File: config.mk
export PLATFORM = sky130hd
export DESIGN_NAME = rpn_stack_calculator
export DESIGN_NICKNAME = d
export VERILOG_FILES = /design/src/design/rsc_pkg.sv /design/src/design/rsc_front.sv /design/src/design/rsc_queue.sv /design/src/design/rsc_div.sv /design/src/design/rsc_back.sv /design/src/design/rpn_stack_calculator.sv
export SDC_FILE = /design/constraint.sdc
export NUM_CORES = 2
export LEC_CHECK = 0
export ABC_AREA = 1
export BUFFER_PORTS_ARGS = -buffer_cell sky130_fd_sc_hd__buf_2
export CAP_MARGIN = 15
export CORE_MARGIN = 5
export CORE_UTILIZATION = 59
export DETAILED_ROUTE_END_ITERATION = 8
export PLACE_DENSITY = 0.83
export SLEW_MARGIN = 20
export SYNTH_ARGS = -nofsm -noshare
export SYNTH_HDL_FRONTEND = slang
export SYNTH_SLANG_ARGS = --single-unit
File: constraint.sdc
create_clock -name i_clk -period 6.7 [get_ports i_clk]
set_input_delay 1.34 -clock i_clk [delete_from_list [all_inputs] [get_ports i_clk]]
set_output_delay 1.34 -clock i_clk [all_outputs]
set_load 0.05 [all_outputs]
File: src/design/rsc_pkg.sv
// ----------------------------------------------------------------------------
// rsc_pkg
// Shared types and constants for the reverse Polish stack calculator:
// input op codes, status codes, the decoded command and the result item.
// ----------------------------------------------------------------------------
package rsc_pkg;

    // Data path width of stack entries and operands
    localparam int DATA_W = 32;

    // Stream packing
    localparam int IN_TDATA_W  = 40;   // value[31:0], op[34:32], zero fill
    localparam int IN_TUSER_W  = 1;    // kind
    localparam int OUT_TDATA_W = 40;   // top_value[31:0], depth[34:32], zero fill
    localparam int OUT_TUSER_W = 4;    // status[2:0], result_valid[3]

    // Entries in the command queue between front and back
    localparam int QUEUE_DEPTH = 2;

    // Divider iteration count
    localparam int DIV_STEPS = DATA_W;

    // Raw operator codes on the input
    localparam logic [2:0] OP_ADD = 3'd0;
    localparam logic [2:0] OP_SUB = 3'd1;
    localparam logic [2:0] OP_MUL = 3'd2;
    localparam logic [2:0] OP_DIV = 3'd3;

    // Item kind on the input
    localparam logic KIND_PUSH = 1'b0;
    localparam logic KIND_OP   = 1'b1;

    // Decoded operator
    typedef enum logic [2:0] {
        OPC_ADD,
        OPC_SUB,
        OPC_MUL,
        OPC_DIV,
        OPC_ZERO
    } t_opc;

    // Result status codes
    typedef enum logic [2:0] {
        ST_OK       = 3'd0,
        ST_TOO_MANY = 3'd1,
        ST_TOO_FEW  = 3'd2,
        ST_DIV_ZERO = 3'd3,
        ST_SKIPPED  = 3'd4
    } t_status;

    // Command handed from the front to the back
    typedef struct packed {
        logic              is_op;
        t_opc              opc;
        logic [DATA_W-1:0] value;
        logic              last;
    } t_cmd;

    // Result item held in the output register
    typedef struct packed {
        t_status           status;
        logic [DATA_W-1:0] top_value;
        logic [2:0]        depth;
        logic              result_valid;
        logic              final_res;
    } t_result;

endpackage

File: src/design/rsc_front.sv
// ----------------------------------------------------------------------------
// rsc_front
// Input stage: accepts stream beats, decodes the operator field and holds
// the decoded command until the command queue takes it.
// ----------------------------------------------------------------------------
module rsc_front (
    input  logic                            i_clk,
    input  logic                            i_rst_n,
    input  logic                            i_valid,
    output logic                            o_ready,
    input  logic                            i_kind,
    input  logic [rsc_pkg::DATA_W-1:0]      i_value,
    input  logic [2:0]                      i_op,
    input  logic                            i_last,
    output logic                            o_cmd_valid,
    input  logic                            i_cmd_ready,
    output rsc_pkg::t_cmd                   o_cmd
);
    import rsc_pkg::*;

    logic r_valid;
    t_cmd r_cmd;
    t_cmd n_cmd;

    // Decode the operator, unused codes give zero
    always_comb begin
        n_cmd.is_op = (i_kind == KIND_OP);
        n_cmd.value = i_value;
        n_cmd.last  = i_last;
        case (i_op)
            OP_ADD:  n_cmd.opc = OPC_ADD;
            OP_SUB:  n_cmd.opc = OPC_SUB;
            OP_MUL:  n_cmd.opc = OPC_MUL;
            OP_DIV:  n_cmd.opc = OPC_DIV;
            default: n_cmd.opc = OPC_ZERO;
        endcase
    end

    assign o_ready     = !r_valid || i_cmd_ready;
    assign o_cmd_valid = r_valid;
    assign o_cmd       = r_cmd;

    // Hold the decoded beat until the queue takes it
    always_ff @(posedge i_clk) begin
        if (!i_rst_n) begin
            r_valid <= 1'b0;
        end else if (o_ready) begin
            r_valid <= i_valid;
        end
    end

    always_ff @(posedge i_clk) begin
        if (i_valid && o_ready) begin
            r_cmd <= n_cmd;
        end
    end

endmodule

File: src/design/rsc_queue.sv
// ----------------------------------------------------------------------------
// rsc_queue
// Short command queue between the front and the back so that each side
// can stall on its own.
// ----------------------------------------------------------------------------
module rsc_queue (
    input  logic            i_clk,
    input  logic            i_rst_n,
    input  logic            i_wr_valid,
    output logic            o_wr_ready,
    input  rsc_pkg::t_cmd   i_wr_cmd,
    output logic            o_rd_valid,
    input  logic            i_rd_ready,
    output rsc_pkg::t_cmd   o_rd_cmd
);
    import rsc_pkg::*;

    localparam int PW = (QUEUE_DEPTH > 1) ? $clog2(QUEUE_DEPTH) : 1;
    localparam int CW = $clog2(QUEUE_DEPTH + 1);

    t_cmd            r_mem [QUEUE_DEPTH];
    logic [PW-1:0]   r_wr_ptr;
    logic [PW-1:0]   r_rd_ptr;
    logic [CW-1:0]   r_count;
    logic            wr_en;
    logic            rd_en;

    assign o_wr_ready = (r_count != CW'(QUEUE_DEPTH));
    assign o_rd_valid = (r_count != '0);
    assign o_rd_cmd   = r_mem[r_rd_ptr];
    assign wr_en      = i_wr_valid && o_wr_ready;
    assign rd_en      = o_rd_valid && i_rd_ready;

    // Store the incoming command
    always_ff @(posedge i_clk) begin
        if (wr_en) begin
            r_mem[r_wr_ptr] <= i_wr_cmd;
        end
    end

    // Advance pointers and occupancy
    always_ff @(posedge i_clk) begin
        if (!i_rst_n) begin
            r_wr_ptr <= '0;
            r_rd_ptr <= '0;
            r_count  <= '0;
        end else begin
            if (wr_en) begin
                r_wr_ptr <= (r_wr_ptr == PW'(QUEUE_DEPTH - 1)) ? '0 : r_wr_ptr + PW'(1);
            end
            if (rd_en) begin
                r_rd_ptr <= (r_rd_ptr == PW'(QUEUE_DEPTH - 1)) ? '0 : r_rd_ptr + PW'(1);
            end
            if (wr_en && !rd_en) begin
                r_count <= r_count + CW'(1);
            end else if (rd_en && !wr_en) begin
                r_count <= r_count - CW'(1);
            end
        end
    end

endmodule

File: src/design/rsc_div.sv
// ----------------------------------------------------------------------------
// rsc_div
// Signed 32-bit divider, restoring radix-2, one quotient bit per cycle.
// Truncates toward zero; the most negative value over minus one wraps.
// ----------------------------------------------------------------------------
module rsc_div (
    input  logic                        i_clk,
    input  logic                        i_rst_n,
    input  logic                        i_start,
    input  logic [rsc_pkg::DATA_W-1:0]  i_dividend,
    input  logic [rsc_pkg::DATA_W-1:0]  i_divisor,
    output logic                        o_done,
    output logic [rsc_pkg::DATA_W-1:0]  o_quot
);
    import rsc_pkg::*;

    localparam int SW = $clog2(DIV_STEPS);

    logic              r_busy;
    logic              r_done;
    logic [SW-1:0]     r_cnt;
    logic [DATA_W:0]   r_rem;
    logic [DATA_W-1:0] r_quo;
    logic [DATA_W-1:0] r_dvs;
    logic              r_neg;
    logic [DATA_W-1:0] abs_a;
    logic [DATA_W-1:0] abs_b;
    logic [DATA_W:0]   rem_sh;
    logic [DATA_W:0]   rem_sub;
    logic              fits;

    assign abs_a   = i_dividend[DATA_W-1] ? (~i_dividend + DATA_W'(1)) : i_dividend;
    assign abs_b   = i_divisor[DATA_W-1]  ? (~i_divisor + DATA_W'(1))  : i_divisor;
    assign rem_sh  = {r_rem[DATA_W-1:0], r_quo[DATA_W-1]};
    assign fits    = (rem_sh >= {1'b0, r_dvs});
    assign rem_sub = rem_sh - {1'b0, r_dvs};

    assign o_done = r_done;
    assign o_quot = r_neg ? (~r_quo + DATA_W'(1)) : r_quo;

    // Sequence the iterations
    always_ff @(posedge i_clk) begin
        if (!i_rst_n) begin
            r_busy <= 1'b0;
            r_done <= 1'b0;
            r_cnt  <= '0;
        end else begin
            r_done <= 1'b0;
            if (i_start) begin
                r_busy <= 1'b1;
                r_cnt  <= SW'(DIV_STEPS - 1);
            end else if (r_busy) begin
                r_cnt <= r_cnt - SW'(1);
                if (r_cnt == '0) begin
                    r_busy <= 1'b0;
                    r_done <= 1'b1;
                end
            end
        end
    end

    // Shift in one quotient bit per cycle
    always_ff @(posedge i_clk) begin
        if (i_start) begin
            r_rem <= '0;
            r_quo <= abs_a;
            r_dvs <= abs_b;
            r_neg <= i_dividend[DATA_W-1] ^ i_divisor[DATA_W-1];
        end else if (r_busy) begin
            r_rem <= fits ? rem_sub : rem_sh;
            r_quo <= {r_quo[DATA_W-2:0], fits};
        end
    end

endmodule

File: src/design/rsc_back.sv
// ----------------------------------------------------------------------------
// rsc_back
// Execution stage: keeps the operand stack as a shift line with the top in
// entry zero, runs each command, tracks errors and fills the output register.
// ----------------------------------------------------------------------------
module rsc_back #(
    parameter int STACK_DEPTH = 4
) (
    input  logic                i_clk,
    input  logic                i_rst_n,
    input  logic                i_cmd_valid,
    output logic                o_cmd_ready,
    input  rsc_pkg::t_cmd       i_cmd,
    output logic                o_out_valid,
    input  logic                i_out_ready,
    output rsc_pkg::t_result    o_out
);
    import rsc_pkg::*;

    localparam int DW = $clog2(STACK_DEPTH + 1);

    typedef enum logic [1:0] {
        S_IDLE,
        S_MUL,
        S_DIV
    } t_state;

    typedef enum logic [1:0] {
        ACT_NONE,
        ACT_PUSH,
        ACT_REPLACE,
        ACT_DROP2
    } t_act;

    t_state            r_state;
    t_state            n_state;
    logic [DATA_W-1:0] r_stack [STACK_DEPTH];
    logic [DATA_W-1:0] n_stack [STACK_DEPTH];
    logic [DW-1:0]     r_depth;
    logic [DW-1:0]     n_depth;
    logic [DW-1:0]     r_pushed;
    logic [DW-1:0]     n_pushed;
    logic              r_err;
    logic              n_err;
    logic [DATA_W-1:0] r_prod;
    logic              r_out_valid;
    t_result           r_out;
    t_result           n_out;

    logic [DATA_W-1:0] lhs;
    logic [DATA_W-1:0] rhs;
    logic [DATA_W-1:0] prod_lo;
    logic              out_free;
    logic              fin;
    logic              err_set;
    logic              div_start;
    logic              div_done;
    logic [DATA_W-1:0] div_quot;
    logic [DATA_W-1:0] res;
    t_act              act;
    t_status           status;
    logic [DW+2:0]     depth_ext;

    assign rhs      = r_stack[0];
    assign lhs      = r_stack[1];
    assign prod_lo  = lhs * rhs;
    assign out_free = !r_out_valid || i_out_ready;

    rsc_div u_div (
        .i_clk      (i_clk),
        .i_rst_n    (i_rst_n),
        .i_start    (div_start),
        .i_dividend (lhs),
        .i_divisor  (rhs),
        .o_done     (div_done),
        .o_quot     (div_quot)
    );

    // Choose the action for the command at the head of the queue
    always_comb begin
        n_state   = r_state;
        fin       = 1'b0;
        err_set   = 1'b0;
        div_start = 1'b0;
        res       = '0;
        act       = ACT_NONE;
        status    = ST_OK;
        case (r_state)
            S_IDLE: begin
                if (i_cmd_valid && out_free) begin
                    if (r_err) begin
                        status = ST_SKIPPED;
                        fin    = 1'b1;
                    end else if (!i_cmd.is_op) begin
                        fin = 1'b1;
                        if (r_pushed < DW'(STACK_DEPTH) && r_depth < DW'(STACK_DEPTH)) begin
                            act = ACT_PUSH;
                        end else begin
                            status  = ST_TOO_MANY;
                            err_set = 1'b1;
                        end
                    end else if (r_depth < DW'(2)) begin
                        status  = ST_TOO_FEW;
                        err_set = 1'b1;
                        fin     = 1'b1;
                    end else begin
                        case (i_cmd.opc)
                            OPC_ADD: begin
                                act = ACT_REPLACE;
                                res = lhs + rhs;
                                fin = 1'b1;
                            end
                            OPC_SUB: begin
                                act = ACT_REPLACE;
                                res = lhs - rhs;
                                fin = 1'b1;
                            end
                            OPC_MUL: begin
                                n_state = S_MUL;
                            end
                            OPC_DIV: begin
                                if (rhs == '0) begin
                                    act    = ACT_DROP2;
                                    status = ST_DIV_ZERO;
                                    fin    = 1'b1;
                                end else begin
                                    div_start = 1'b1;
                                    n_state   = S_DIV;
                                end
                            end
                            default: begin
                                act = ACT_REPLACE;
                                fin = 1'b1;
                            end
                        endcase
                    end
                end
            end
            S_MUL: begin
                act     = ACT_REPLACE;
                res     = r_prod;
                fin     = 1'b1;
                n_state = S_IDLE;
            end
            S_DIV: begin
                if (div_done) begin
                    act     = ACT_REPLACE;
                    res     = div_quot;
                    fin     = 1'b1;
                    n_state = S_IDLE;
                end
            end
            default: begin
                n_state = S_IDLE;
            end
        endcase
    end

    // Shift the stack for push, replace and drop
    always_comb begin
        n_stack  = r_stack;
        n_depth  = r_depth;
        n_pushed = r_pushed;
        case (act)
            ACT_PUSH: begin
                n_stack[0] = i_cmd.value;
                for (int i = 1; i < STACK_DEPTH; i++) begin
                    n_stack[i] = r_stack[i-1];
                end
                n_depth  = r_depth + DW'(1);
                n_pushed = r_pushed + DW'(1);
            end
            ACT_REPLACE: begin
                n_stack[0] = res;
                for (int i = 1; i < STACK_DEPTH - 1; i++) begin
                    n_stack[i] = r_stack[i+1];
                end
                n_depth = r_depth - DW'(1);
            end
            ACT_DROP2: begin
                for (int i = 0; i < STACK_DEPTH - 2; i++) begin
                    n_stack[i] = r_stack[i+2];
                end
                n_depth = r_depth - DW'(2);
            end
            default: begin
            end
        endcase
        n_err = r_err | err_set;
    end

    // Form the result from the state after the item
    always_comb begin
        depth_ext          = {3'b000, n_depth};
        n_out.status       = status;
        n_out.top_value    = (n_depth != '0) ? n_stack[0] : '0;
        n_out.depth        = depth_ext[2:0];
        n_out.result_valid = i_cmd.last && !n_err && (n_depth != '0);
        n_out.final_res    = i_cmd.last;
    end

    assign o_cmd_ready = fin;
    assign o_out_valid = r_out_valid;
    assign o_out       = r_out;

    // Hold state, stack bookkeeping and the output register
    always_ff @(posedge i_clk) begin
        if (!i_rst_n) begin
            r_state     <= S_IDLE;
            r_depth     <= '0;
            r_pushed    <= '0;
            r_err       <= 1'b0;
            r_out_valid <= 1'b0;
        end else begin
            r_state <= n_state;
            if (fin) begin
                r_out_valid <= 1'b1;
                if (i_cmd.last) begin
                    r_depth  <= '0;
                    r_pushed <= '0;
                    r_err    <= 1'b0;
                end else begin
                    r_depth  <= n_depth;
                    r_pushed <= n_pushed;
                    r_err    <= n_err;
                end
            end else if (i_out_ready) begin
                r_out_valid <= 1'b0;
            end
        end
    end

    // Payload registers
    always_ff @(posedge i_clk) begin
        if (fin) begin
            r_stack <= n_stack;
            r_out   <= n_out;
        end
        if (r_state == S_IDLE) begin
            r_prod <= prod_lo;
        end
    end

endmodule

File: src/design/rpn_stack_calculator.sv
// ----------------------------------------------------------------------------
// rpn_stack_calculator
// Reverse Polish integer calculator with a small operand stack, fed and
// drained over streaming channels.
// ----------------------------------------------------------------------------
// Input channel s_axis: one beat per token. tuser is the kind (0 number,
// 1 operator), tdata carries the number and the operator code, tlast marks
// the final token of an expression.
// Output channel m_axis: exactly one beat per input beat, in order. tuser
// carries the status and the result-valid flag, tdata the top of stack and
// the depth, tlast echoes the input tlast. After a tlast beat the stack and
// the error flag start over.
// An input beat passes the decode register and the command queue to the execute
// stage, which writes its result beat to the output register; a multiply first
// registers its product, and a divide waits for the divider. Tokens are executed
// one at a time: a multiply or divide finishes before the next token is taken,
// and other tokens run at one token per cycle while the output is not stalled.
// A two-entry command queue sits between the input decode and the execute
// stage, so input beats keep being accepted while a divide runs or the
// output is stalled. When m_axis_tready stays low the output register holds
// its beat, the execute stage waits, and the queue fills before
// s_axis_tready drops. Reset is synchronous and empties the stack.
// ----------------------------------------------------------------------------
module rpn_stack_calculator #(
    parameter int STACK_DEPTH = 4
) (
    input  logic                                 i_clk,
    input  logic                                 i_rst_n,
    input  logic                                 s_axis_tvalid,
    output logic                                 s_axis_tready,
    input  logic [rsc_pkg::IN_TDATA_W-1:0]       s_axis_tdata,   // value[31:0], op[34:32]
    input  logic [rsc_pkg::IN_TUSER_W-1:0]       s_axis_tuser,   // kind[0]
    input  logic                                 s_axis_tlast,
    output logic                                 m_axis_tvalid,
    input  logic                                 m_axis_tready,
    output logic [rsc_pkg::OUT_TDATA_W-1:0]      m_axis_tdata,   // top_value[31:0], depth[34:32]
    output logic [rsc_pkg::OUT_TUSER_W-1:0]      m_axis_tuser,   // status[2:0], result_valid[3]
    output logic                                 m_axis_tlast
);
    import rsc_pkg::*;

    logic    fq_valid;
    logic    fq_ready;
    t_cmd    fq_cmd;
    logic    qb_valid;
    logic    qb_ready;
    t_cmd    qb_cmd;
    t_result out;

    rsc_front u_front (
        .i_clk       (i_clk),
        .i_rst_n     (i_rst_n),
        .i_valid     (s_axis_tvalid),
        .o_ready     (s_axis_tready),
        .i_kind      (s_axis_tuser[0]),
        .i_value     (s_axis_tdata[DATA_W-1:0]),
        .i_op        (s_axis_tdata[DATA_W+2:DATA_W]),
        .i_last      (s_axis_tlast),
        .o_cmd_valid (fq_valid),
        .i_cmd_ready (fq_ready),
        .o_cmd       (fq_cmd)
    );

    rsc_queue u_queue (
        .i_clk      (i_clk),
        .i_rst_n    (i_rst_n),
        .i_wr_valid (fq_valid),
        .o_wr_ready (fq_ready),
        .i_wr_cmd   (fq_cmd),
        .o_rd_valid (qb_valid),
        .i_rd_ready (qb_ready),
        .o_rd_cmd   (qb_cmd)
    );

    rsc_back #(
        .STACK_DEPTH (STACK_DEPTH)
    ) u_back (
        .i_clk       (i_clk),
        .i_rst_n     (i_rst_n),
        .i_cmd_valid (qb_valid),
        .o_cmd_ready (qb_ready),
        .i_cmd       (qb_cmd),
        .o_out_valid (m_axis_tvalid),
        .i_out_ready (m_axis_tready),
        .o_out       (out)
    );

    // Pack the result beat
    assign m_axis_tdata = {{(OUT_TDATA_W - DATA_W - 3){1'b0}}, out.depth, out.top_value};
    assign m_axis_tuser = {out.result_valid, out.status};
    assign m_axis_tlast = out.final_res;

    // A valid final result only closes an expression that saw no error
    assert property (@(posedge i_clk) disable iff (!i_rst_n)
        m_axis_tvalid && out.result_valid |->
            out.final_res && out.status != ST_TOO_MANY && out.status != ST_TOO_FEW
            && out.status != ST_SKIPPED)
        else $error("result_valid on a beat that is not a clean final result");

    // An empty stack reports a zero top
    assert property (@(posedge i_clk) disable iff (!i_rst_n)
        m_axis_tvalid && out.depth == 3'd0 |-> out.top_value == '0)
        else $error("nonzero top_value with empty stack");

    // Too few operands leaves fewer than two entries
    assert property (@(posedge i_clk) disable iff (!i_rst_n)
        m_axis_tvalid && out.status == ST_TOO_FEW |-> out.depth < 3'd2)
        else $error("too-few status with two or more entries");

    // The execute stage only takes a command it is shown
    assert property (@(posedge i_clk) disable iff (!i_rst_n)
        qb_ready |-> qb_valid)
        else $error("command popped from an empty queue");

endmodule

==> metrics.txt <==
Primary FF master, synth edfxtp_1; H-tree levels 2; most frequent CP cell fa_1; Post-synth EDFFs 376; Port Buf Inserts just over 80; family with the most delay on the worst path adder cells; clock transition at the registers of the reported paths about 60 ps; Rel. slew slack 0.293; CTS tree built; Buf/Inv on CP 8; Clock Path Buffers 3; f_max 149 MHz; Final Skew around 28 ps; post-synthesis sequential area ratio 0.296; Vias/cell 5.69; DRC viols 0; Hold Path Sink u_queue.r_mem[0][10]$_DFFE_PP_; area delta synth->final 11.6%; GRT Total Usage 0.343; Crit Reg-Reg Endpoint u_back.r_prod[26]$_DFFE_PP_; cts bufs inserted 45; Die Width 276 µm; Max Cap Violations 0; crit path time final 6710 ps; layout cells sized above 1 0.108; Startpoint Class flip-flop; Crit path largest cell delay 550 ps; routability-driven placement congestion ratio 1.04; Routed Antenna Nets 0; Root Driver clkbuf_16; source of the worst register-to-register timing path u_back.lhs[12]$_DFFE_PP_; Syn Inst Count 5,302; violated checks negative setup slack; I/O pins 93; Rows 97; Core Box Area 70,100 µm²; Synth Register Bits 431; pin count of the biggest net entering global routing 58; period utilization 1.00; HPWL after DPL 106,000 µm; Worst R2R Setup Slack -6 ps; drt wl/cell 20.9 µm; average cell area after synthesis 7.90 µm²; clock sinks 431; yosys warns 0; grt ovf 0; Fin. Hold Viols 0; share of synthesized flip-flops with an asynchronous set or reset 0; die height 276 µm; Crit-path slowest cell fa_2; 1st-iter DRT viols between 4,000 and 5,000; Crit Path Category reg2reg; CP endpoint kind flip-flop; fin nets roughly 6,100; Hold Crit Class reg2reg; first drt pass iteration count 9; via total after detailed routing roughly 37,000; first-pass GRT wire length 204,000 µm; final worst slack -6.32 ps; initial core utilization 0.597; clock latency at the later pin of the worst-skew pair ~600 ps; CP Max Fanout 4; worst hold stages 0; initial antenna violation count 2; max-slew violations 0; RSZ-0062 raised after global routing true; Cell Area, Synth 41,900 µm²; outcome finished with violations; worst-case reg-to-reg path depth 26; hold path start u_front.o_cmd[10]$_DFFE_PP_; Core Util, Final 0.666; post-cts hold buffer count 0; Worst-Margin Slew roughly 1100 ps; CP required 7050 ps; Detailed Route WL roughly 130,000 µm; die area 76,400 µm²; Final Setup Violations 2; vias in the first global route between 30,000 and 40,000; critical path arrival 7050 ps; post-synth cell types 67
-- flip-flops by register name, summed over array words and instances, names as in the netlist, 3 cells and up, named ones only --
register / count
u_queue.r_mem: 74
u_back.r_stack: 64
u_back.o_out: 40
u_front.o_cmd: 37
u_back.lhs: 32
u_back.r_prod: 32
u_back.rhs: 32
u_back.u_div.r_dvs: 32
u_back.u_div.r_quo: 32
u_back.u_div.r_rem: 32
u_back.u_div.r_cnt: 5
u_back.r_depth: 3
u_back.r_pushed: 3
-- cells in the final DEF (no fill, tap or decap), drive strengths merged, types with 12 or more instances in the layout --
cell / instances
nor4: 14
o21bai: 12
a31oi: 16
clkinv: 27
xor2: 93
xnor2: 35
nor2: 341
nor3: 42
nand3b: 38
buf: 336
nand2: 1516
edfxtp: 376
o21ai: 255
dfxtp: 55
a21oi: 132
ha: 199
a211oi: 36
nand3: 260
inv: 1116
clkbuf: 50
nand4: 29
fa: 411
-- synth_stat cells, drive strengths merged, types with 6 or more instances --
master | n | share of area
a211oi | 36 | 0.0066
a21boi | 6 | 0.0011
a21o | 11 | 0.0020
a21oi | 132 | 0.016
a22oi | 8 | 0.0017
a31oi | 16 | 0.0024
buf | 94 | 0.012
clkbuf | 148 | 0.013
dfxtp | 55 | 0.026
edfxtp | 376 | 0.27
fa | 411 | 0.20
ha | 199 | 0.059
inv | 1110 | 0.10
mux2i | 10 | 0.0024
nand2 | 1516 | 0.14
nand3 | 260 | 0.032
nand3b | 38 | 0.0068
nand4 | 29 | 0.0043
nor2 | 341 | 0.033
nor2b | 6 | 0.00090
nor3 | 42 | 0.0060
nor4 | 14 | 0.0021
o211ai | 11 | 0.0020
o21a | 6 | 0.0011
o21ai | 255 | 0.031
o21bai | 12 | 0.0022
or2 | 8 | 0.0012
xnor2 | 35 | 0.0073
xor2 | 93 | 0.019
-- final cells by class --
| class | count | area [µm²] |
|---|---|---|
| Antenna cell | 2 | 5.00 |
| Multi-Input combinational cell | 3520 | 24700 |
| Clock buffer | 50 | 1200 |
| Sequential cell | 431 | 12400 |
| Timing Repair Buffer | 336 | 2760 |
| Fill cell | 5666 | 23400 |
| Tap cell | 940 | 1180 |
| Inverter | 1113 | 4180 |
| Clock inverter | 34 | 300 |
-- stage by stage --
step | cell area (µm²) | setup slack [ps] | hold slack, ps | setup TNS [ps] | std cells
2_1_floorplan | 41900 | 61.1 | 421 | 0 | 5306
3_5_place_dp | 44300 | -155 | 431 | -737 | 6297
3_3_place_gp | 44300 | -101 | 425 | -193 | 6297
5_1_grt | 46700 | -198 | 455 | -1100 | 6424
6_report | 46700 | -6.32 | 447 | -6.91 | 6426
4_1_cts | 46200 | 0.196 | 445 | 0 | 6406
-- cell families after synthesis --
| group | Yosys count | synth area share |
|---|---|---|
| compound gates | 506 | 0.0688 |
| xor+xnor | 128 | 0.0268 |
| fa+ha+maj | 610 | 0.256 |
| buf+inv | 1355 | 0.125 |
| flops | 431 | 0.296 |
| mux | 10 | 0.00239 |
| other cells | 1 | 0.0000896 |
| simple gates | 2261 | 0.225 |
-- how the worst max path moves through the flow --
stage | start | to | cells past startpoint
after floorplan | u_back.rhs[7]$_DFFE_PP_ | u_back.r_prod[31]$_DFFE_PP_ | 31
after global placement | u_back.lhs[14]$_DFFE_PP_ | u_back.r_prod[29]$_DFFE_PP_ | 26
after detailed placement | u_back.lhs[14]$_DFFE_PP_ | u_back.r_prod[26]$_DFFE_PP_ | 23
after CTS | u_back.rhs[2]$_DFFE_PP_ | u_back.r_prod[26]$_DFFE_PP_ | 24
after global routing | u_back.rhs[3]$_DFFE_PP_ | u_back.r_prod[30]$_DFFE_PP_ | 24
final | u_back.lhs[12]$_DFFE_PP_ | u_back.r_prod[26]$_DFFE_PP_ | 26
-- repair_timing --
action	in CTS	in global routing
setup endpoints to repair	10	14
buffers inserted	29	17
resized for setup	39	91
pin swaps	36	60
-- metal layers --
metal / track usage / part of all wire / up-vias
li1: - / - / 16600
met1: 0.469 / 0.38 / 17300
met2: 0.533 / 0.44 / 2209
met3: 0.0602 / 0.11 / 419
met4: 0.169 / 0.066 / 0
met5: 0 / 0 / -
Power is left out: the tool's default activity adds up to more than one toggle a clock period on the data nets, which glitch-free logic cannot reach.
